File: src/design/dsd_pkg.sv
// Shared types, widths and constants for the decimal to seven-segment block.
// Used by the front end, the command queue, the digit back end and the top level.
`default_nettype none

package dsd_pkg;

	localparam int NUM_W    = 27;
	localparam int DOT_W    = 8;
	localparam int POS_W    = 4;
	localparam int SEG_W    = 8;
	localparam int DIGITS_DEFAULT = 8;
	localparam int QUEUE_DEPTH    = 2;

	localparam logic [NUM_W-1:0] MAX_SHOWN = 27'd99999999;

	// Reciprocal of ten scaled by 2**30, rounded up. Exact quotient for all
	// values below 2**27.
	localparam logic [NUM_W-1:0] RECIP_TEN = 27'd107374183;
	localparam int RECIP_SHIFT = 30;

	localparam logic [SEG_W-1:0] DOT_BIT = 8'b1000_0000;

	typedef struct packed {
		logic [NUM_W-1:0] number;
		logic [DOT_W-1:0] dot_mask;
		logic [POS_W-1:0] start_pos;
		logic [POS_W-1:0] stop_pos;
		logic             leading_zeros;
	} cmd_t;

	function automatic logic [SEG_W-1:0] seg_font(input logic [3:0] digit);
		logic [SEG_W-1:0] seg;
		case (digit)
			4'd0: seg = 8'h7E;
			4'd1: seg = 8'h30;
			4'd2: seg = 8'h6D;
			4'd3: seg = 8'h79;
			4'd4: seg = 8'h33;
			4'd5: seg = 8'h5B;
			4'd6: seg = 8'h5F;
			4'd7: seg = 8'h70;
			4'd8: seg = 8'h7F;
			4'd9: seg = 8'h7B;
			default: seg = 8'h00;
		endcase
		return seg;
	endfunction

endpackage

`default_nettype wire

File: src/design/dsd_front.sv
// Request front end: checks a request and works out its last position.
// Depends on dsd_pkg for the command type and widths.
`default_nettype none

module dsd_front import dsd_pkg::*; #(
	parameter int DIGITS = DIGITS_DEFAULT
) (
	input  wire logic [NUM_W-1:0] number,
	input  wire logic [DOT_W-1:0] dot_mask,
	input  wire logic [POS_W-1:0] start_pos,
	input  wire logic [POS_W-1:0] field_len,
	input  wire logic             leading_zeros,
	output cmd_t                  cmd,
	output logic                  cmd_ok
);

	logic [POS_W:0] stop_raw;

	always_comb begin
		stop_raw = {1'b0, start_pos} + {1'b0, field_len} - {{POS_W{1'b0}}, 1'b1};
		cmd_ok = (number <= MAX_SHOWN) && (field_len != '0) && (start_pos != '0) &&
			(start_pos <= POS_W'(DIGITS));
		cmd.number        = number;
		cmd.dot_mask      = dot_mask;
		cmd.start_pos     = start_pos;
		cmd.leading_zeros = leading_zeros;
		// A field that runs past the display ends at the last digit.
		if (stop_raw > (POS_W+1)'(DIGITS)) begin
			cmd.stop_pos = POS_W'(DIGITS);
		end else begin
			cmd.stop_pos = stop_raw[POS_W-1:0];
		end
	end

endmodule

`default_nettype wire

File: config.mk
export PLATFORM = sky130hd
export DESIGN_NAME = dsd_front
export DESIGN_NICKNAME = d
export VERILOG_FILES = /design/src/design/dsd_pkg.sv /design/src/design/dsd_front.sv
export SDC_FILE = /design/constraint.sdc
export NUM_CORES = 1
export LEC_CHECK = 0
export ABC_AREA = 1
export BUFFER_PORTS_ARGS = -buffer_cell sky130_fd_sc_hd__buf_2
export CAP_MARGIN = 20
export CORE_AREA = 2 2 48 54
export DETAILED_ROUTE_END_ITERATION = 8
export DIE_AREA = 0 0 50 56
export GPL_ROUTABILITY_DRIVEN = 0
export GPL_TIMING_DRIVEN = 0
export PLACE_DENSITY = 0.81
export SYNTH_ARGS = -nofsm -noshare
export SYNTH_HDL_FRONTEND = slang
export SYNTH_SLANG_ARGS = --single-unit
File: constraint.sdc
create_clock -name vclk -period 2.5
set_input_delay 0.5 -clock vclk [all_inputs]
set_output_delay 0.5 -clock vclk [all_outputs]
set_load 0.03 [all_outputs]
==> metrics, run 1 <==
status=finished, violations left; failing checks=negative setup slack; Row Count=18; Die ar.=2800 um2; antenna violations before repair=0; drt first pass iters=4; Clock power frac=0; Comb pwr share=1.000; Util after Layout=0.639; vias in the first global route=862; io pins=89; Setup crit start kind=input port; Placed Cells=231; core area=2230 um2; largest cells by area after synthesis=buf_4 (40%), ha_1 (12%), inv_1 (11%); Post-DRT Antenna Nets=0; Filler cells=about 200; slew margin rel.=0.862; Yosys warning total=0; final wirelength=around 2.0 mm; total track usage=0.138; Fin. Hold Viols=0; required time worst endpoint=2.00 ns; Worst-Margin Slew=0.205 ns; register area=0 um2; Reg power frac=0; Worst Path Arrival=just over 2 ns; Avg Vias per Cell=4.03; post-route setup slack=-0.0514 ns; area occupied by multi-input gates=504 um2; Final Instance Count excl. Fillers=236; Tcrit/Tclk final=1.02; Synth area leader=buf_4; Die W=50 um; Starting Density=0.338; CLK BUF=0; critical path class=in2out; worst vdd ir=299 uV; Distinct cells, synth=20; antenna cells=0; I/O Buffers=80; DR iter-0 viols=7; FFs & Latches=0; Syn Inst Count=121; DPL Wire Length=around 1.7 mm; synthesized area per cell=6.22 um2; syn nets=173; first-pass GRT wire length=between 3 and 4 mm; Max Cap Viol=0; Final min period=roughly 2.6 ns; drt wl/cell=8.31 um; synthesized area=between 700 and 800 um2; die height=56 um; Power Dens Cells=289 nW/um2; Worst setup EP type=output port; RSZ-0062 raised after global routing=true; leakage=just over 0.8 nW; Pint=0.000186 W; Seq/Total Area, Yosys=0; Hold Crit Class=in2out; Post-route DRC=0; sw power=0.000225 W; nets=260; Fmax=392 MHz; P&R area growth vs syn=89.0%; Sw Ratio=0.547; worst-path maximum fanout=2; Slew Viols, Final=0; DR vias=950; share of cells above drive strength 1=0.733; grt ovf=0; setup violators final=1; largest net degree at the start of global routing=5; top cell type's share of synthesized area=0.399
## routing by layer
metal | routed length, um | global-route usage | up-vias
met4 | 0 | 0 | 0
met2 | 1060 | 0.269 | 53
met3 | 214 | 0.0188 | 0
li1 | - | - | 500
met5 | 0 | 0 | -
met1 | 685 | 0.164 | 397
## stage by stage
step	total power (W)	setup slack [ns]	hold slack [ns]	instance area (um2)	setup TNS, ns
finish	0.000411	-0.0514	1.25	1420	-0.0514
global route	0.000441	-0.111	1.26	1420	-0.321
CTS	0.000403	-0.0561	1.25	1400	-0.0693
detailed placement	0.000342	-0.261	1.25	1260	-0.826
global placement	0.000338	-0.269	1.25	1260	-0.756
floorplan	0.000250	-0.00549	1.13	826	-0.0134
## logic make-up (layout without fill, tap and decap cells)
family / after synthesis / count (layout) / share of synthesized area
fa+ha+maj: 8 / 8 / 0.143
simple gates: 44 / 44 / 0.279
buf+inv: 62 / 147 / 0.508
compound gates: 5 / 5 / 0.0465
xor+xnor: 2 / 2 / 0.0233
## worst max-delay path, stage by stage
cell and delay [ns]:
buf_8 0.10, inv_6 0.05, ha_4 0.20, inv_4 0.05, ha_4 0.12, inv_2 0.03, fa_2 0.56, a31oi_4 0.09
nor3b_4 0.19, buf_6 0.15
## layout by cell type, fill, tap and decap left out, types with 2 or more instances in the layout
master	Yosys	routed
buf_2	0	74
buf_4	40	46
buf_6	0	3
buf_8	0	2
ha_1	7	2
ha_4	0	4
inv_1	22	14
inv_2	0	5
nand2_1	20	18
nand2_2	1	3
nand3_1	5	5
nand4_1	4	4
nor2_1	10	8
nor2_4	1	3
## synth_stat cells
master / number
nor3_2: 1
fa_1: 1
o31ai_1: 1
nand3_1: 5
nand3b_1: 1
nor2_1: 10
buf_4: 40
xnor2_1: 1
nor3b_2: 1
a31oi_1: 1
nand4_1: 4
ha_1: 7
inv_1: 22
a21oi_1: 1
a21boi_0: 1
a21oi_2: 1
nand2_2: 1
nor2_4: 1
xor2_1: 1
nand2_1: 20
## layout make-up
type                       instances  area share
buffer                            40       0.211
inverter                          22      0.0721
multi-input combinational         59       0.354
tap                               30      0.0264
timing repair buffer              85       0.337
## path summary, 6_finish.rpt
kind                startpoint  cells past startpoint  endpoint
setup / recovery  start_pos[1]                     10    cmd[1]
hold / removal     dot_mask[7]                      2   cmd[16]
## power groups by stage
stage | sequential (W) | clock (W) | combinational, W
2_1_floorplan | 0 | 0 | 0.000250
3_3_place_gp | 0 | 0 | 0.000338
3_5_place_dp | 0 | 0 | 0.000342
4_1_cts | 0 | 0 | 0.000403
5_1_grt | 0 | 0 | 0.000441
6_report | 0 | 0 | 0.000411
## timing repair
action,CTS,global route
endpoints found under the setup margin,4,4
hold buffers,0,0
gates resized for setup,22,5
hold endpoints to repair,0,0
buffers inserted,4,1
pin swaps,13,1
Note: power is estimated with default switching activity, not from simulation.
==> run 2: changes to the inputs <==
==> constraint.sdc (replaced) <==
create_clock -name vclk -period 2.5
set_input_delay 0.25 -clock vclk [all_inputs]
set_output_delay 0.25 -clock vclk [all_outputs]
set_load 0.03 [all_outputs]
==> run 2 against run 1 <==
Effect of this change: the flow now finishes without violations; design area shrank 16%; total power shrank 26%; global-route usage shrank 2.4 points; setup slack gained 0.37 ns; combinational power shrank 26%; first-iteration DRC count grew 71%; largest power group unchanged.
==> metrics, run 2 (same netlist as run 1, synthesis figures left out) <==
largest net degree at the start of global routing=5; Starting Density=0.338; total track usage=0.114; FFs & Latches=0; # Post-CTS Setup Buffers=0; CLK BUF=0; antenna violations before repair=0; Max stage delay on crit path=0.37 ns; CP max stage cell=fa_1; Setup crit start kind=input port; Slew Viols, Final=0; status=finished, final reports clean; Worst-Margin Slew=0.192 ns; Die W=50 um; grt ovf=0; final setup TNS=0 ns; Final min period=between 2 and 2.5 ns; min-delay src=dot_mask[3]; worst-path maximum fanout=3; slew margin rel.=0.871; CP cell instances=buf_2 -> inv_1 -> ha_1 -> inv_1 -> ha_1 -> inv_1 -> fa_1 -> xor2_1 -> a31oi_1 -> nor3b_2 -> buf_2; CP top delay family=adder cells; Row Count=18; Fin. Hold Viols=0; WP buf/inv=5; RSZ-0062 raised after global routing=false; Fmax=~460 MHz; DR iter-0 viols=12; Die ar.=between 2000 and 3000 um2; most frequent cells in the layout=buf_2 (80), buf_4 (40), inv_1 (22), nand2_1 (20), nor2_1 (10); drt wl/cell=7.56 um; Worst Path Arrival=around 1.9 ns; Worst setup EP type=output port; WHS Path Cells=2; Post-DRT Antenna Nets=0; M1 GR Usage=0.114; # hold bufs at CTS=0; first-pass GRT wire length=around 2.7 mm; nets=~260; Power Dens Cells=255 nW/um2; most frequent CP cell=inv_1; GR peak layer=met2; P&R area growth vs syn=58.1%; Hold Crit Class=in2out; design area=1190 um2; Max Cap Viol=0; Avg Vias per Cell=around 4; PostCTS Resize Cnt=0; vias in the first global route=719; critical path class=in2out; M2 GR Usage=0.244; M3 GR Usage=0.0188; leakage=0.781 nW; drt first pass iters=4; area post-placement=1190 um2; I/O Buffers=80; share of cells above drive strength 1=0.622; DR vias=923; Post-route DRC=0; hold path endpoint=cmd[12]; die height=56 um; worst vdd ir=between 200 and 250 uV; DPL Wire Length=1.71 mm; final wirelength=1.75 mm; setup violators final=0; Tcrit/Tclk final=0.874; register area=0 um2; core area=between 2000 and 2500 um2; required time worst endpoint=2.25 ns; commonest non-fill, non-tap cell in the layout=buf_2; io pins=89; antenna cells=0
## run 2: cell types whose count changed in the layout (fill, tap and decap cells not counted), moves of 3 or more
cell	before	now
inv_1	14	22
buf_2	74	80
ha_4	4	0
buf_6	3	0
inv_2	5	0
buf_4	46	40
ha_1	2	7
## run 2: worst max path at each step
stage | startpoint | endpoint | slack (ns) | depth (start not counted)
after floorplan | start_pos[1] | cmd[2] | 0.19 | 9
after global placement | start_pos[1] | cmd[1] | 0.33 | 11
after detailed placement | start_pos[1] | cmd[1] | 0.30 | 11
after CTS | start_pos[1] | cmd[1] | 0.30 | 11
after global routing | start_pos[1] | cmd[1] | 0.17 | 11
final | start_pos[1] | cmd[1] | 0.32 | 11
## run 2: layer usage
layer,vias to the layer above,share of wire
li1,495,-
met1,372,0.35
met2,56,0.51
met3,0,0.15
met4,0,0
met5,-,0
## run 2: power by group
part / internal (W) / switching (W) / total (W) / leakage [nW]
logic: 0.000124 / 0.000180 / 0.000304 / 0.781
clock network: 0 / 0 / 0 / 0
registers: 0 / 0 / 0 / 0
## run 2: cell type report
type                            instances  area [um2]
Inverter                               22        82.6
Timing Repair Buffer                   80         400
Multi-Input combinational cell         59         370
Tap cell                               30        37.5
Buffer                                 40         300
Fill cell                             254        1040
## run 2: metrics by stage
stage	power (W)	util	hold WS, ns	cells	setup slack (ns)
after floorplan	0.000218	-	0.632	121	0.193
after global placement	0.000302	0.534	0.751	231	0.330
after detailed placement	0.000306	0.534	0.752	231	0.304
after CTS	0.000308	0.534	0.752	231	0.304
after global routing	0.000329	0.534	0.753	231	0.175
final	0.000304	0.534	0.750	231	0.316
==> run 3: changes to the inputs <==
--- a/config.mk
+++ b/config.mk
@@ -12,7 +12,6 @@
 export DETAILED_ROUTE_END_ITERATION = 8
 export DIE_AREA = 0 0 50 56
 export GPL_ROUTABILITY_DRIVEN = 0
-export GPL_TIMING_DRIVEN = 0
 export PLACE_DENSITY = 0.81
 export SYNTH_ARGS = -nofsm -noshare
 export SYNTH_HDL_FRONTEND = slang
==> run 3 against run 2 <==
Effect of this change: setup slack better by 0.016 ns; wire length down 14%; sequential share of layout area stayed put; largest cell class is now multi-input gates.
==> metrics, run 3 (same netlist as run 1, synthesis figures left out) <==
status=finished, final reports clean; PostCTS Resize Cnt=0; Fmax=461 MHz; Worst-Margin Slew=0.205 ns; share of cells above drive strength 1=0.500; core area=~2200 um2; # hold bufs at CTS=0; Worst Path Arrival=between 1.5 and 2 ns; slew margin rel.=0.862; leakage=0.553 nW; Die ar.=2800 um2; Sw Ratio=0.660; Post-DRT Antenna Nets=0; required time worst endpoint=around 2.3 ns; final setup TNS=0 ns; Slew Viols, Final=0; drt first pass iters=4; Final min period=2.17 ns; worst hold margin=roughly 0.50 ns; Filler cells=255; vias in the first global route=approximately 600; pre-CTS WS=0.328 ns; P&R area growth vs syn=12.3%; FFs & Latches=0; most frequent cells in the layout=buf_2 (71), inv_1 (22), nand2_1 (20), nor2_1 (10), ha_1 (7); DR vias=~760; DR iter-0 viols=2; Max Cap Viol=0; Row Count=18; Power Dens Cells=279 nW/um2; Die W=50 um; post-route setup slack=between 0.3 and 0.4 ns; worst-path maximum fanout=3; Starting Density=0.338; final wirelength=1.50 mm; Placed Cells=182; # Post-CTS Setup Buffers=0; RSZ-0062 raised after global routing=false; antenna violations before repair=0; largest net degree at the start of global routing=5; register area=0 um2; antenna cells=0; Pint=0.0000803 W; Final Instance Count excl. Fillers=182; Tcrit/Tclk final=0.867; I/O Buffers=71; io pins=about 90; setup violators final=0; Hold Crit Class=in2out; nets=206; Clock power frac=0; Setup crit start kind=input port; die height=about 56 um; Post-route DRC=0; DPL Wire Length=~1.5 mm; critical path class=in2out; Fin. Hold Viols=0; drt wl/cell=8.26 um; grt ovf=0; Comb pwr share=1.000; commonest non-fill, non-tap cell in the layout=buf_2; Worst setup EP type=output port; CLK BUF=0; Overall Power=0.000236 W; sw power=0.000156 W; Avg Vias per Cell=4.16; worst vdd ir=~180 uV; total track usage=0.0942; first-pass GRT wire length=2.24 mm; Reg power frac=0
==> run 3: cell types whose count changed in the layout (fill, tap and decap cells not counted), sizes merged <==
cell	delta
buf	-49
==> run 3: path summary, 6_finish.rpt <==
check / start / end / slack, ns / depth (start not counted)
min: leading_zeros / cmd[0] / 0.50 / 0
max: start_pos[1] / cmd[1] / 0.33 / 11
==> run 3: layout make-up <==
cell class         instances  area (um2)  area share
multi-input cells         59         370       0.438
inverters                 22        82.6      0.0976
well taps                 30        37.5      0.0444
repair buffers            71         355       0.420
==> run 3: power by group through the flow <==
stage / Sequential (W) / Clock (W) / Combinational, W
after floorplan: 0 / 0 / 0.000218
after global placement: 0 / 0 / 0.000235
after detailed placement: 0 / 0 / 0.000238
after CTS: 0 / 0 / 0.000239
after global routing: 0 / 0 / 0.000258
final: 0 / 0 / 0.000236
==> run 3: worst max-delay path: stages <==
cell     delay, ns
buf_2         0.09
inv_1         0.05
ha_1          0.28
inv_1         0.05
ha_1          0.16
inv_1         0.05
fa_1          0.37
xor2_1        0.18
a31oi_1       0.07
nor3b_2       0.15
buf_2         0.21
==> run 3: per-layer routing <==
metal	global-route usage	share of wire
met5	0	0
met4	0	0
met3	0.0108	0.13
met2	0.194	0.49
met1	0.105	0.39
==> run 3: metrics by stage <==
| step | util | cell area (um2) |
|---|---|---|
| 2_1_floorplan | - | 753 |
| 3_3_place_gp | 0.379 | 846 |
| 3_5_place_dp | 0.379 | 846 |
| 4_1_cts | 0.379 | 846 |
| 5_1_grt | 0.379 | 846 |
| 6_report | 0.379 | 846 |
