$ cat src/design/dsd_pkg.sv
// Shared types, widths and constants for the decimal to seven-segment block.
// Used by the front end, the command queue, the digit back end and the top level.
`default_nettype none

package dsd_pkg;

	localparam int NUM_W    = 27;
	localparam int DOT_W    = 8;
	localparam int POS_W    = 4;
	localparam int SEG_W    = 8;
	localparam int DIGITS_DEFAULT = 8;
	localparam int QUEUE_DEPTH    = 2;

	localparam logic [NUM_W-1:0] MAX_SHOWN = 27'd99999999;

	// Reciprocal of ten scaled by 2**30, rounded up. Exact quotient for all
	// values below 2**27.
	localparam logic [NUM_W-1:0] RECIP_TEN = 27'd107374183;
	localparam int RECIP_SHIFT = 30;

	localparam logic [SEG_W-1:0] DOT_BIT = 8'b1000_0000;

	typedef struct packed {
		logic [NUM_W-1:0] number;
		logic [DOT_W-1:0] dot_mask;
		logic [POS_W-1:0] start_pos;
		logic [POS_W-1:0] stop_pos;
		logic             leading_zeros;
	} cmd_t;

	function automatic logic [SEG_W-1:0] seg_font(input logic [3:0] digit);
		logic [SEG_W-1:0] seg;
		case (digit)
			4'd0: seg = 8'h7E;
			4'd1: seg = 8'h30;
			4'd2: seg = 8'h6D;
			4'd3: seg = 8'h79;
			4'd4: seg = 8'h33;
			4'd5: seg = 8'h5B;
			4'd6: seg = 8'h5F;
			4'd7: seg = 8'h70;
			4'd8: seg = 8'h7F;
			4'd9: seg = 8'h7B;
			default: seg = 8'h00;
		endcase
		return seg;
	endfunction

endpackage

`default_nettype wire

$ cat src/design/dsd_queue.sv
// Short command queue between the front end and the digit back end.
// Depends on dsd_pkg for the command type.
`default_nettype none

module dsd_queue import dsd_pkg::*; #(
	parameter int DEPTH = QUEUE_DEPTH
) (
	input  wire logic clk,
	input  wire logic arst_n,
	input  wire logic wr_en,
	input  wire cmd_t wr_data,
	output logic      full,
	input  wire logic rd_en,
	output cmd_t      rd_data,
	output logic      empty
);

	localparam int PTR_W = (DEPTH > 1) ? $clog2(DEPTH) : 1;
	localparam int CNT_W = $clog2(DEPTH + 1);

	cmd_t             store_q [DEPTH];
	logic [PTR_W-1:0] wr_ptr_q;
	logic [PTR_W-1:0] rd_ptr_q;
	logic [CNT_W-1:0] count_q;

	assign full    = (count_q == CNT_W'(DEPTH));
	assign empty   = (count_q == '0);
	assign rd_data = store_q[rd_ptr_q];

	always_ff @(posedge clk) begin
		if (wr_en) begin
			store_q[wr_ptr_q] <= wr_data;
		end
	end

	always_ff @(posedge clk or negedge arst_n) begin
		if (!arst_n) begin
			wr_ptr_q <= '0;
			rd_ptr_q <= '0;
			count_q  <= '0;
		end else begin
			if (wr_en) begin
				wr_ptr_q <= (wr_ptr_q == PTR_W'(DEPTH - 1)) ? '0 : wr_ptr_q + 1'b1;
			end
			if (rd_en) begin
				rd_ptr_q <= (rd_ptr_q == PTR_W'(DEPTH - 1)) ? '0 : rd_ptr_q + 1'b1;
			end
			if (wr_en && !rd_en) begin
				count_q <= count_q + 1'b1;
			end else if (rd_en && !wr_en) begin
				count_q <= count_q - 1'b1;
			end
		end
	end

endmodule

`default_nettype wire

$ cat config.mk
export PLATFORM = sky130hd
export DESIGN_NAME = dsd_queue
export DESIGN_NICKNAME = d
export VERILOG_FILES = /design/src/design/dsd_pkg.sv /design/src/design/dsd_queue.sv
export SDC_FILE = /design/constraint.sdc
export NUM_CORES = 1
export LEC_CHECK = 0
export ABC_CLOCK_PERIOD_IN_PS = 5100
export CAP_MARGIN = 10
export CORE_AREA = 2 2 112 114
export DETAILED_ROUTE_END_ITERATION = 7
export DIE_AREA = 0 0 114 116
export DONT_BUFFER_PORTS = 1
export GPL_TIMING_DRIVEN = 1
export SYNTH_ARGS = -nofsm -noshare
export SYNTH_HDL_FRONTEND = slang
export SYNTH_SLANG_ARGS = --single-unit
$ cat constraint.sdc
create_clock -name clk -period 5.1 [get_ports clk]
set_clock_uncertainty 0.05 [all_clocks]
set_input_delay 1.02 -clock clk [delete_from_list [all_inputs] [get_ports clk]]
set_output_delay 1.02 -clock clk [all_outputs]
set_load 0.01 [all_outputs]
==> key figures, run 1 <==
Routing
  • Routed WL: 5.60 mm
  • Final ANT Viol Nets: 0
  • First DRT Iteration DRCs: 105
  • Routed via count: 1346
  • Via/cell ratio: 4.30
  • WL/cell: 17.9 um
  • DRC viols: 0
  • First-pass detailed-route iteration total: 4

STA
  • Final period util: 61.4%
  • Post-layout minimum cycle time: 3.13 ns
  • Final setup fails: 0
  • Slew headroom: 24.8%
  • Count of final max-slew check failures: 0
  • Final setup TNS: 0 ns
  • RSZ-0062 raised after global routing: no
  • Worst Tran Pin Value: 1.13 ns
  • Final Hold Viols: 0
  • Max Clk Rate: 320 MHz

Clock tree
  • H-Tree Depth: 3
  • Post-CTS Hold Fix Bufs: 0
  • Number of CTS-inserted buffers: 9
  • CTS tree: yes
  • CTS max path bufs: 2
  • CTS resizes: 0
  • Root cell of the clock tree: clkbuf_16
  • Total clock sinks: 92
  • Clock Latency Late Sink: 0.33 ns
  • Clk pin slew, worst setup/hold paths: 0.06 ns
  • Post-CTS Setup Bufs: 0

Setup path
  • Worst path max stage delay: 0.73 ns
  • Flop-to-flop setup slack: 3.25 ns
  • Cell Chain, Critical Path: buf_4 > mux2_2
  • Req. time, crit path: 4.03 ns
  • CP arrival: 2.06 ns
  • Critical-path top delay cell: dfrtp_2
  • Startpoint type of the worst setup path: flip-flop
  • Crit-path max FO: 27
  • Capturing element type of the critical path: output pin
  • WS Path Type: reg2out

Synth
  • Syn Area/Cell: 23.3 um^2
  • Area leader, netlist: edfxtp_1
  • Cell Area, Synth: 3560 um^2
  • Syn_nets: 202
  • #FFs+latches synth: 92
  • Synth warn: 0
  • Yosys top cell area share: 74.2%
  • Mapped Cells: 153
  • Register area share after synthesis: 77.0%
  • Top post-synthesis cells by area: edfxtp_1, mux2_4, dfrtp_1, buf_12, mux2_2
  • Netlist cell types: 13

Cells and area
  • Most common cell after layout, fill and taps aside: edfxtp_1
  • # nets final: 210
  • Share of cells above drive strength 1: 37.3%
  • Final Cell Area: 3940 um^2
  • Fillcell total: 1142
  • Layout Area Growth over Synthesis: 10.6%
  • Commonest cells after routing, fill and taps aside: edfxtp_1, mux2_4, clkbuf_16
  • ANT cells: 0

Floorplanning
  • Die width: 114 um
  • Initial Util: 29.9%
  • Row count: 40
  • I/O pin count: 94
  • Die Area: 13200 um^2
  • Core ar.: 11900 um^2
  • Die Height: 116 um

Placement
  • I/O Buffers: 0
  • GPL Wtd Cong: 0.592
  • Dpl cell area: 3680 um^2
  • Final HPWL DP: 3.67 mm

Global route
  • Overflow after GRT: 0
  • Gr usage total: 9.08%
  • Largest net degree at the start of global routing: 45
  • First-pass GRT wire length: 8.25 mm
  • Number of global-route vias before repair: 1445
  • Initial antenna violation count: 1

Power
  • Leakage power: 0.00140 uW
  • PwrDens: 565 nW/um^2
  • VDD IR max: 0.250 mV

Flow run
  • Max Cap Viol: 0

Worst hold path
  • Worst hold path class: in2async

Run status
  • Status: finished, final reports clean
kinds of logic after synthesis:
| group | Yosys count | share of synthesized area, % |
|---|---|---|
| fa+ha+maj | 1 | 0.351 |
| xor+xnor | 5 | 1.23 |
| buf+inv | 6 | 2.67 |
| mux | 44 | 18.0 |
| flops | 92 | 77.0 |
| simple gates | 5 | 0.738 |
layer usage:
metal / up-vias / track usage [%] / routed length, um
li1: 612 / - / -
met1: 661 / 8.97 / 1990
met2: 61 / 13.6 / 2800
met3: 10 / 7.43 / 701
met4: 2 / 4.63 / 91
met5: - / 0 / 13
path summary, 6_finish.rpt:
path                                 start             end  depth (start not counted)
min in group clk                count_q[1]      count_q[1]                          1
worst max-delay path              rd_ptr_q     rd_data[23]                          2
worst min-delay path                arst_n      count_q[1]                          0
worst max register to register    wr_ptr_q  store_q[0][25]                          2
worst min register to register  count_q[1]      count_q[1]                          1
max in group asynchronous           arst_n        rd_ptr_q                          0
worst max-delay path, delay by kind of cell, from the launching register on:
kind,cells,cell delay [ns]
buffers and inverters,1,0.54
flip-flops,1,0.73
multiplexers,1,0.43
flip-flops by register name, summed over array words and instances (netlist names):
signal and count:
store_q 88, count_q 2, rd_ptr_q 1, wr_ptr_q 1
area by class of cell:
class | instances | area [um^2] | share of cell area [%]
Sequential cell | 92 | 2740 | 69.7
Clock buffer | 9 | 225 | 5.72
Inverter | 1 | 3.75 | 0.0953
Timing Repair Buffer | 2 | 15.0 | 0.381
Clock inverter | 7 | 33.8 | 0.858
Multi-Input combinational cell | 55 | 733 | 18.6
Tap cell | 147 | 184 | 4.67
synth_stat cells (all sizes together):
master and count:
edfxtp 88, mux2 44, buf 5, dfrtp 4
xor2 4, nor2 2, nor2b 2, and2 1
ha 1, inv 1, xnor2 1
stage by stage:
stage                     total power (uW)  hold slack [ns]  cells  util, %  setup WS [ns]
final                                 2230            0.325    313     33.1           1.97
after global routing                  2350            0.289    313     33.1           1.82
after CTS                             2280            0.298    313     33.1           1.86
after detailed placement              1690            0.455    297     30.9           2.25
after global placement                1680            0.426    297     30.9           2.25
after floorplan                       1650            0.405    153        -           1.62
report_power, final:
| group | internal (uW) | switching, uW |
|---|---|---|
| Combinational | 271 | 293 |
| Sequential | 1010 | 80.9 |
| Clock | 322 | 251 |
Power figures use the tool's default switching activity.
==> inputs of run 2 (changes only) <==
--- a/config.mk
+++ b/config.mk
@@ -5,7 +5,7 @@
 export SDC_FILE = /design/constraint.sdc
 export NUM_CORES = 1
 export LEC_CHECK = 0
-export ABC_CLOCK_PERIOD_IN_PS = 5100
+export ABC_CLOCK_PERIOD_IN_PS = 2600
 export CAP_MARGIN = 10
 export CORE_AREA = 2 2 112 114
 export DETAILED_ROUTE_END_ITERATION = 7
==> constraint.sdc (replaced) <==
create_clock -name clk -period 2.6 [get_ports clk]
set_clock_uncertainty 0.05 [all_clocks]
set_input_delay 0.52 -clock clk [delete_from_list [all_inputs] [get_ports clk]]
set_output_delay 0.52 -clock clk [all_outputs]
set_load 0.01 [all_outputs]
==> key figures, run 2 (synthesized netlist as in run 1, its figures left out) <==
Global route
  • Largest net degree at the start of global routing: 46
  • Number of global-route vias before repair: 1491
  • Gr usage total: 9.07%
  • First-pass GRT wire length: 8.40 mm
  • Initial antenna violation count: 0
  • Overflow after GRT: 0

STA
  • Count of final max-slew check failures: 0
  • Final Hold Viols: 0
  • Final period util: 78.7%
  • Worst Tran Pin Value: 0.575 ns
  • Slew headroom: 61.6%
  • RSZ-0062 raised after global routing: no
  • Final setup fails: 0
  • Max Clk Rate: 489 MHz
  • Post-layout minimum cycle time: 2.05 ns
  • Final setup TNS: 0 ns

Power
  • Switching portion of total power: 27.8%
  • PwrDens: 1130 nW/um^2
  • Combinational group share of total power: 26.9%
  • Leakage power: 0.00143 uW
  • Clk pwr share: 27.7%
  • Final Total Pwr: 4550 uW
  • Register share of total power: 45.4%
  • Power Internal: 3290 uW
  • Switching power: 1270 uW
  • VDD IR max: 0.469 mV

Setup path
  • Startpoint type of the worst setup path: flip-flop
  • CP arrival: 1.48 ns
  • Capturing element type of the critical path: output pin
  • Crit-path max FO: 45
  • Req. time, crit path: 2.03 ns
  • WS Path Type: reg2out

Floorplanning
  • Die Height: 116 um
  • Die Area: 13200 um^2
  • Die width: 114 um
  • Core ar.: 11900 um^2
  • Initial Util: 29.9%
  • Row count: 40
  • I/O pin count: 94

Clock tree
  • Post-CTS Setup Bufs: 0
  • Clock Latency Late Sink: 0.34 ns
  • Clk pin slew, worst setup/hold paths: 0.06 ns
  • Number of CTS-inserted buffers: 9
  • CTS resizes: 0
  • Total clock sinks: 92
  • Post-CTS Hold Fix Bufs: 1
  • Root cell of the clock tree: clkbuf_16
  • CTS max path bufs: 2
  • CTS tree: yes
  • H-Tree Depth: 3

Cells and area
  • Reg with most FFs: store_q
  • Layout Area Growth over Synthesis: 12.9%
  • ANT cells: 0
  • Max reg flops: 88
  • # nets final: 213
  • Fillcell total: 1142
  • Top Registers: store_q (88), count_q (2)
  • Share of cells above drive strength 1: 39.1%
  • Commonest cells after routing, fill and taps aside: edfxtp_1, mux2_4, clkbuf_16
  • Most common cell after layout, fill and taps aside: edfxtp_1
  • Core Util, Final: 33.8%

Run status
  • Status: finished, final reports clean

Worst hold path
  • Worst hold path class: in2reg

Routing
  • WL/cell: 18.1 um
  • Routed via count: 1366
  • Routed WL: 5.71 mm
  • First-pass detailed-route iteration total: 4
  • Via/cell ratio: 4.32
  • Final ANT Viol Nets: 0
  • First DRT Iteration DRCs: 106
  • DRC viols: 0

Placement
  • GPL Wtd Cong: 0.629
  • I/O Buffers: 0

Flow run
  • Max Cap Viol: 0
[run 2: power groups by stage]
stage          clock, uW  combinational [uW]  sequential [uW]
2_1_floorplan          0                1150             2080
3_3_place_gp           0                1250             2080
3_5_place_dp           0                1270             2100
4_1_cts             1300                1270             2070
5_1_grt             1370                1320             2090
6_report            1260                1230             2070
[run 2: layout make-up]
cell class | count | area (um^2) | area share, %
inverter | 1 | 3.75 | 0.0933
tap | 147 | 184 | 4.57
multi-input combinational | 55 | 733 | 18.2
sequential | 92 | 2740 | 68.2
timing repair buffer | 5 | 65.1 | 1.62
clock buffer | 9 | 225 | 5.60
clock inverter | 7 | 67.6 | 1.68
[run 2: final timing paths]
check	start	endpoint	slack [ns]	depth (start not counted)
hold / removal	rd_en	rd_ptr_q	0.20	1
min in group asynchronous	arst_n	wr_ptr_q	0.39	1
setup / recovery	rd_ptr_q	rd_data[24]	0.55	2
setup reg to reg	wr_ptr_q	store_q[1][25]	0.98	2
max in group asynchronous	arst_n	rd_ptr_q	1.93	1
hold reg to reg	count_q[1]	count_q[1]	0.45	1
[run 2: metal layers]
metal,vias to the layer above,wire length (um),GRT usage (%)
met5,-,0,0
met4,0,157,6.10
met3,11,505,5.33
met2,54,3000,14.8
met1,685,2050,8.71
li1,616,-,-
[run 2: metrics by stage]
stage                     cells  setup slack [ns]  hold slack, ns  area, um^2
after CTS                   316             0.529           0.184        4020
after global routing        316             0.489           0.183        4020
after detailed placement    299             0.875           0.175        3720
after floorplan             153             0.439           0.174        3560
after global placement      299             0.889           0.175        3720
final                       316             0.554           0.201        4020
[run 2: worst max-delay path, stage by stage, from the launching register on]
cell     delay (ns)
dfrtp_2        0.37
buf_12         0.31
mux2_2         0.42
==> inputs of run 3 (changes only) <==
--- a/config.mk
+++ b/config.mk
@@ -5,7 +5,7 @@
 export SDC_FILE = /design/constraint.sdc
 export NUM_CORES = 1
 export LEC_CHECK = 0
-export ABC_CLOCK_PERIOD_IN_PS = 2600
+export ABC_CLOCK_PERIOD_IN_PS = 2100
 export CAP_MARGIN = 10
 export CORE_AREA = 2 2 112 114
 export DETAILED_ROUTE_END_ITERATION = 7
==> constraint.sdc (replaced) <==
create_clock -name clk -period 2.1 [get_ports clk]
set_clock_uncertainty 0.05 [all_clocks]
set_input_delay 0.42 -clock clk [delete_from_list [all_inputs] [get_ports clk]]
set_output_delay 0.42 -clock clk [all_outputs]
set_load 0.01 [all_outputs]
==> key figures, run 3 (synthesized netlist as in run 1, its figures left out) <==
Cells and area
  • Reg with most FFs: store_q
  • Most common cell after layout, fill and taps aside: edfxtp_1
  • Top Registers: store_q (88), count_q (2)
  • # nets final: 215
  • ANT cells: 0
  • Share of cells above drive strength 1: 39.2%
  • Commonest cells after routing, fill and taps aside: edfxtp_1, mux2_4, clkbuf_16
  • Layout Area Growth over Synthesis: 14.0%
  • Max reg flops: 88

Floorplanning
  • Row count: 40
  • Initial Util: 29.9%
  • I/O pin count: 94
  • Die Height: 116 um
  • Die Area: 13200 um^2
  • Die width: 114 um
  • Core ar.: 11900 um^2

Clock tree
  • Clock Latency Late Sink: 0.34 ns
  • Total clock sinks: 92
  • CTS tree: yes
  • Post-CTS Hold Fix Bufs: 1
  • Post-CTS Setup Bufs: 0
  • CTS resizes: 0
  • CTS max path bufs: 2
  • H-Tree Depth: 3
  • Clk pin slew, worst setup/hold paths: 0.07 ns
  • Root cell of the clock tree: clkbuf_16
  • Number of CTS-inserted buffers: 9

STA
  • Final setup fails: 0
  • Final period util: 94.5%
  • Worst Tran Pin Value: 0.420 ns
  • Final Hold Viols: 0
  • RSZ-0062 raised after global routing: no
  • Max Clk Rate: 504 MHz
  • Count of final max-slew check failures: 0
  • Hold Worst Slack: 0.105 ns
  • Slew headroom: 72.0%
  • Post-layout minimum cycle time: 1.98 ns
  • Final setup TNS: 0 ns

Routing
  • Final ANT Viol Nets: 0
  • WL/cell: 18.1 um
  • Routed via count: 1369
  • DRC viols: 0
  • First-pass detailed-route iteration total: 3
  • Via/cell ratio: 4.31
  • Routed WL: 5.77 mm
  • First DRT Iteration DRCs: 113

Setup path
  • WS Path Type: reg2out
  • Crit-path max FO: 20
  • Capturing element type of the critical path: output pin
  • Req. time, crit path: 1.63 ns
  • Startpoint type of the worst setup path: flip-flop
  • CP arrival: 1.51 ns

Run status
  • Status: finished, final reports clean

Placement
  • I/O Buffers: 0
  • Final HPWL DP: 3.80 mm
  • GPL Wtd Cong: 0.601

Power
  • Leakage power: 0.00146 uW
  • VDD IR max: 0.510 mV
  • PwrDens: 1430 nW/um^2
  • Final Total Pwr: 5800 uW

Global route
  • Number of global-route vias before repair: 1481
  • Initial antenna violation count: 0
  • First-pass GRT wire length: 8.32 mm
  • Overflow after GRT: 0
  • Gr usage total: 9.28%
  • Largest net degree at the start of global routing: 30

Flow run
  • Max Cap Viol: 0

Worst hold path
  • Worst hold path class: in2reg
-- run 3: cell types whose count changed in the layout (fill, tap and decap cells not counted), sizes merged --
cell,delta
clkinv,-1
clkinvlp,-1
clkbuf,+1
bufinv,+1
buf,+2
-- run 3: final timing paths --
check	from	end	slack [ns]	cells after the start
max reg2reg	wr_ptr_q	store_q[1][32]	0.76	2
min reg2reg	count_q[1]	count_q[1]	0.46	1
max in group asynchronous	arst_n	rd_ptr_q	1.46	1
min	wr_en	wr_ptr_q	0.11	1
max	rd_ptr_q	rd_data[28]	0.12	2
min in group asynchronous	arst_n	wr_ptr_q	0.32	1
-- run 3: area by class of cell --
type,count,area (um^2)
multi-input combinational,55,733
tap,147,184
timing repair buffer,7,80.1
sequential,92,2740
fill,1126,7850
clock inverter,6,88.8
inverter,1,3.75
clock buffer,10,229
-- run 3: metal layers --
layer	track usage, %	wire [um]	vias up
li1	-	-	620
met3	5.39	514	15
met4	5.85	157	0
met1	9.75	2170	680
met2	14.4	2930	54
met5	0	0	-
-- run 3: power by group --
group / switching (uW) / total [uW] / internal, uW / leakage, uW
Sequential: 147 / 2590 / 2440 / 0.000872
Combinational: 770 / 1510 / 736 / 0.000434
Clock: 658 / 1700 / 1040 / 0.000150
Total: 1570 / 5800 / 4220 / 0.00146
-- run 3: through the flow --
stage	setup slack (ns)	cells	area, um^2	util, %
floorplan	0.0391	153	3560	-
global placement	0.463	301	3730	31.4
detailed placement	0.450	301	3730	31.4
CTS	0.0679	318	4060	34.1
global route	0.0407	318	4060	34.1
finish	0.116	318	4060	34.1
-- run 3: critical path, cell delays in order, from the launching register on --
cell and delay (ns):
dfrtp_2 0.53, buf_12 0.23, mux2_2 0.39
